[config.mk]
export PLATFORM = sky130hd
export DESIGN_NAME = slc_mod_unit
export DESIGN_NICKNAME = d
export VERILOG_FILES = /design/src/sv/slc_pkg.sv /design/src/sv/slc_mod_unit.sv
export SDC_FILE = /design/constraint.sdc
export NUM_CORES = 1
export LEC_CHECK = 0
export BUFFER_PORTS_ARGS = -buffer_cell sky130_fd_sc_hd__buf_2
export CAP_MARGIN = 15
export CORE_ASPECT_RATIO = 0.75
export CORE_UTILIZATION = 40
export CTS_BUF_LIST = sky130_fd_sc_hd__clkbuf_8
export DETAILED_ROUTE_END_ITERATION = 7
export PLACE_DENSITY = 0.6
export SYNTH_ARGS = -nofsm -noshare
export SYNTH_HDL_FRONTEND = slang
export SYNTH_SLANG_ARGS = --single-unit
[constraint.sdc]
create_clock -name clock -period 2.9 [get_ports clock]
set_input_delay 0.435 -clock clock [delete_from_list [all_inputs] [get_ports clock]]
set_output_delay 0.435 -clock clock [all_outputs]
set_load 0.05 [all_outputs]
[src/sv/slc_pkg.sv]
// ----------------------------------------------------------------------------
// slc_pkg
// Shared types and constants of the set-associative LRU cache lookup.
// ----------------------------------------------------------------------------
package slc_pkg;

   localparam int SET_CNT_BITS  = 7;
   localparam int WAY_CNT_BITS  = 4;
   localparam int CSR_IDX_BITS  = 4;
   localparam int CSR_DATA_BITS = 7;

   localparam logic [CSR_IDX_BITS-1:0] CSR_SET_COUNT = CSR_IDX_BITS'(0);
   localparam logic [CSR_IDX_BITS-1:0] CSR_WAY_COUNT = CSR_IDX_BITS'(1);

   localparam logic [SET_CNT_BITS-1:0] SET_COUNT_RST = SET_CNT_BITS'(64);
   localparam logic [WAY_CNT_BITS-1:0] WAY_COUNT_RST = WAY_CNT_BITS'(8);

   typedef enum logic [2:0] {
      ST_CLEAR,
      ST_IDLE,
      ST_DIVIDE,
      ST_BASE,
      ST_SCAN,
      ST_WRITE
   } state_type;

endpackage

[src/sv/slc_mod_unit.sv]
// ----------------------------------------------------------------------------
// slc_mod_unit
// Restoring remainder unit: one dividend bit per cycle, compare and subtract.
// ----------------------------------------------------------------------------
module slc_mod_unit
   import slc_pkg::*;
#(
   parameter int DIVIDEND_BITS = 16
) (
   input  logic                     clock,
   input  logic                     reset,
   input  logic                     start,
   input  logic [DIVIDEND_BITS-1:0] dividend,
   input  logic [SET_CNT_BITS-1:0]  divisor,
   output logic                     done,
   output logic [SET_CNT_BITS-1:0]  remainder
);

   localparam int CNT_BITS = (DIVIDEND_BITS > 1) ? $clog2(DIVIDEND_BITS) : 1;

   logic                     busy_ff, busy_in;
   logic                     done_ff, done_in;
   logic [CNT_BITS-1:0]      cnt_ff, cnt_in;
   logic [DIVIDEND_BITS-1:0] num_ff, num_in;
   logic [SET_CNT_BITS-1:0]  den_ff, den_in;
   logic [SET_CNT_BITS-1:0]  rem_ff, rem_in;
   logic [SET_CNT_BITS:0]    trial;

   always_comb begin
      busy_in = busy_ff;
      done_in = 1'b0;
      cnt_in  = cnt_ff;
      num_in  = num_ff;
      den_in  = den_ff;
      rem_in  = rem_ff;
      trial   = {rem_ff, num_ff[cnt_ff]};
      if (start) begin
         busy_in = 1'b1;
         cnt_in  = CNT_BITS'(DIVIDEND_BITS - 1);
         num_in  = dividend;
         den_in  = divisor;
         rem_in  = '0;
      end else if (busy_ff) begin
         if (trial >= {1'b0, den_ff}) begin
            rem_in = SET_CNT_BITS'(trial - {1'b0, den_ff});
         end else begin
            rem_in = trial[SET_CNT_BITS-1:0];
         end
         if (cnt_ff == '0) begin
            busy_in = 1'b0;
            done_in = 1'b1;
         end else begin
            cnt_in = cnt_ff - 1'b1;
         end
      end
   end

   always_ff @(posedge clock) begin
      if (reset) begin
         busy_ff <= 1'b0;
         done_ff <= 1'b0;
      end else begin
         busy_ff <= busy_in;
         done_ff <= done_in;
      end
      cnt_ff <= cnt_in;
      num_ff <= num_in;
      den_ff <= den_in;
      rem_ff <= rem_in;
   end

   assign done      = done_ff;
   assign remainder = rem_ff;

   a_rem_below_div: assert property (@(posedge clock) disable iff (reset)
      done_ff |-> rem_ff < den_ff)
      else $error("remainder not below divisor");

   a_last_step_done: assert property (@(posedge clock) disable iff (reset)
      busy_ff && !start && cnt_ff == '0 |=> done_ff && !busy_ff)
      else $error("last step did not finish");

   a_done_idle: assert property (@(posedge clock) disable iff (reset)
      done_ff |-> $past(busy_ff))
      else $error("done without work");

endmodule

# --- Word level (Yosys, flattened, before mapping) ---
# Index checks and enable logic that the tools add are counted.
# W data, S select, Z words.
word_totals:
  ff_bits: 36
  latch_bits: 0
  ram_bits: 0
  mem_bits_ro: 0
  inputBits: 26
  output_inout_bits: 8
  word_cells: 22
  memories: 0
classes:
  add_sub_neg: 2
  n_mul: 0
  n_div: 0
  n_lt_le_gt_ge: 2
  eq_ne: 0
  shifts: 0
  n_mux: 7
  bitwise: 2
  reduce_logical: 3
ops:
  columns: ["operator", "n"]
  rows:
  - ["$ge A8 B7 Y1", 1]
  - ["$mux W7", 1]
  - ["$sub A7 B7 Y7", 1]
  - ["$lt A4 B5 Y1 const B", 1]
  - ["$mux W1", 5]
  - ["$bmux W1 S4", 1]
  - ["$logic_not A4 Y1", 1]
  - ["$sub A4 B1 Y4 const B", 1]
  - ["$reduce_or A3 Y1", 1]
  - ["$not A1 Y1", 2]
  - ["$reduce_and A2 Y1", 1]

# --- Longest topological paths before layout ---
logic_depth:
  ltp_word: 4
  ltp_mapped: 11
  ltp_nobuf: 10

# --- Worst setup path after synthesis ---
# Ideal clock, no wire load.
synth_timing:
  path_type: "register -> register"
  start: "register cnt_ff[0]"
  end: "register rem_ff[1] (netlist: remainder[1])"
  setup_time_ns: 0.117
  t_arrival_ns: 2.653
  required_time_ns: 2.783
  setup_slack_ns: 0.130
  stages_incl_launch_ff: 12
  n_path_buf: 1
  synth_period_minus_slack_ns: 2.770
  cell_sequence: "dfxtp_1 buf_6 mux4_2 mux4_2 inv_1 ha_1 fa_1 nand2b_1 a21oi_2 o31ai_4 nand3_1 a32o_1"
synth_via:
  elab_chain_len: 4
  elab_cells_between_ends: 5
  cone_classes: "add/sub: 1; order compare: 1; mux: 3"
synth_rtl:
  columns: ["item", "line", "source"]
  rows:
  - ["start, declared", "slc_mod_unit.sv:23", "logic [CNT_BITS-1:0] cnt_ff, cnt_in;"]
  - ["start signal, assigned", "slc_mod_unit.sv:66", "cnt_ff <= cnt_in;"]
  - ["$bmux W1 S4 (*)", "slc_mod_unit.sv:36", "trial = {rem_ff, num_ff[cnt_ff]};"]
  - ["$mux W1 (not written as such) (*)", "slc_mod_unit.sv:36", null]
  - ["$sub A7 B7 Y7 or $ge A8 B7 Y1 (tied branches)", "slc_mod_unit.sv:45, slc_mod_unit.sv:44", null]
  - ["$mux W7 (*)", "slc_mod_unit.sv:44", "if (trial >= {1'b0, den_ff}) begin"]
  - ["end signal, assigned", "slc_mod_unit.sv:69", "rem_ff <= rem_in;"]
  - ["end, declared", "slc_mod_unit.sv:26", "logic [SET_CNT_BITS-1:0] rem_ff, rem_in;"]
# Every way passes the cells marked *; elsewhere a longest branch is shown, timed or not. The select of a mux whose other input is x is not followed.
# A chain may end at the register's enable or synchronous reset.

# --- Worst setup path in the final report ---
# Same ends and word-level chain as after synthesis.

==> qor.txt <==
outcome = completed
Leak Pwr = 0.893 nW
unrepaired setup endpoints after global routing = true
CTS Hold Buffers Added = 0
Vias/cell = 5.26
WP data arrival = 3.07 ns
Ant. Diodes = 0
share of layout cells above drive strength 1 = 37.7%
Post-Route WL = 3680 µm
sequential share of the synthesized area = 55.8%
Worst-Margin Slew = 0.654 ns
crit path from = cnt_ff[0]
worst hold start = dividend[7]
Fin Setup TNS = 0 ns
pre-CTS WS = -0.226 ns
average size of a mapped cell = 12.0 µm²
Max FO, Critical Path = 5
Core Box Area = 4050 µm²
Post-Syn Area = 1700 µm²
clk_skew = 0.00493 ns
hold depth = 1
Synth top cells by count = 23 x edfxtp_1, 14 x nor2_1, 13 x dfxtp_1
H-tree levels = 2
Yosys reg bits = 36
CTS Buf Count = 5
Total GRT Usage = 17.6%
Final Max Slew Viols = 0
most frequent cell after synthesis = edfxtp_1
vias in the first global route = 1192
Vias = 1294
Sink Count = 36
worst r2r src = cnt_ff[0]
port bufs = 33
fin worst setup slack = 0.00165 ns
routability cong. = 0.847
antenna-violating nets left = 0
CTS tree = built
Chip Height = 58.5 µm
DRC = 0
Req. time, crit path = 3.07 ns
IO Count = 34
Cells after Synth = 142
placed insts = 234
Synth cell types = 35
Synth Flop Type = edfxtp_1
Design Area, Final = 2200 µm²
Layout Area Growth over Synthesis = 28.9%
Final setup viols = 0
WL/cell = 15.0 µm
hpwl dp = 2500 µm
Async S/R FF share, synth = 0%
FILL cells = 371
crit start category = flop
Synth top area share = 40.6%
WS Path Type = reg2reg
placed cell area = 1970 µm²
Max Cap Viol = 0
initial antenna violation count = 0
Final period util = 99.9%
Design Power = 1.29 mW
initial DRC count = 72
Hold Vio Cnt, Final = 0
PD cells = 589 nW/µm²
Hold Path Class = in2reg
number of synthesized flops with an enable pin = 23
Root Buffer = clkbuf_8
Worst-path clk slew = 0.07 ns
post-synth top area cell = edfxtp_1
Skew-Pair Late Insertion Delay = 0.28 ns
Initial Util = 42.0%
Worst slew margin = 56.4%
R2R cell count = 11
Highest Clock Rate = 345 MHz
die area = 4520 µm²
Die Wd = 77.3 µm
top post-synthesis cells by area = edfxtp_1 41%, dfxtp_1 15%, mux4_2 6.6%
Net Count, Synth = 177
CP endpoint kind = flop
fin nets = 225
Tmin final = 2.90 ns
largest net degree at the start of global routing = 30
number of synthesis warnings = 0
Core Rows = 20
Max VDD drop = 0.000305 V
clock buffer depth = 2
DRT Pass-1 Iters = 4
total grt overflow = 0
first-pass GRT wire length = 5870 µm
Layout Cells excl Fill = 246
[cell usage in the layout (no fill, tap or decap), types with 2 or more instances in the layout]
cell / netlist / layout
a211o_1: 2 / 2
a21oi_1: 6 / 6
a311oi_2: 0 / 2
buf_2: 0 / 33
buf_4: 0 / 10
clkbuf_8: 0 / 6
dfxtp_1: 13 / 12
edfxtp_1: 23 / 23
ha_1: 8 / 7
inv_1: 11 / 11
mux4_2: 5 / 5
nand2_1: 12 / 12
nand2b_1: 3 / 2
nand3_2: 0 / 4
nand4_1: 2 / 2
nor2_1: 14 / 14
nor2b_1: 2 / 2
nor3_1: 3 / 2
o21a_1: 2 / 2
o21ai_0: 4 / 4
o21ai_1: 4 / 3
xnor2_1: 3 / 3
[timing repair]
item	in CTS	in global routing
gates resized for setup	12	9
endpoints found under the setup margin	7	7
buffers inserted	3	2
pin swaps	4	10
[critical path, cell delays in order, from the launching register on]
cell and delay (ns):
dfxtp_4 0.40, mux4_2 0.52, mux4_2 0.51, inv_2 0.09, ha_4 0.13, fa_2 0.19, nand2b_4 0.13, a21oi_4 0.06
o31ai_4 0.26, buf_4 0.18, nand3_2 0.07, a32o_1 0.26
[sequential cells by signal, indices dropped and copies added, names as in the netlist]
register,count
num_ff,16
remainder,7
busy_ff,1
done,1
den_ff,7
cnt_ff,4
[metal layers]
metal	part of all wire (%)	routed length (µm)	track usage [%]
met5	0	0	0
met2	46	1680	26.8
met3	7.9	292	5.43
met4	1.0	38	6.74
met1	46	1680	23.9
[stage by stage]
stage / hold WS, ns / util [%]
after global routing: 0.303 / 54.2
after global placement: 0.477 / 48.6
final: 0.321 / 54.2
after CTS: 0.311 / 52.6
after floorplan: 0.504 / -
after detailed placement: 0.478 / 48.6
[final cells by class]
class,count,area (µm²),area share [%]
clock inverter,2,7.51,0.342
sequential,36,955,43.5
multi-input combinational,92,790,36.0
timing repair buffer,44,251,11.5
tap,55,68.8,3.13
inverter,11,41.3,1.88
clock buffer,6,82.6,3.76
[report_power, final]
part	leakage, nW	switching [mW]	internal [mW]	total (mW)
clock	0.0500	0.165	0.187	0.352
sequential	0.332	0.0325	0.588	0.620
combinational	0.511	0.178	0.144	0.321
[path summary, 6_finish.rpt]
| check | endpoint | slack (ns) |
|---|---|---|
| max | remainder[1] | 0.002 |
| min | num_ff[7] | 0.32 |
| min reg2reg | remainder[5] | 0.49 |
| max reg2reg | remainder[1] | 0.002 |
[kinds of logic after synthesis]
group	count (synthesis)	share of synthesized area [%]
AOI/OAI and AO/OA	30	12.9
xor gates and xnor gates	3	1.54
adders and majority gates	9	7.05
buffers and inverters	14	3.53
DFF	36	55.8
muxes	6	7.20
and+or+nand+nor	44	12.0
No activity file was read; power rests on OpenSTA's default activity.
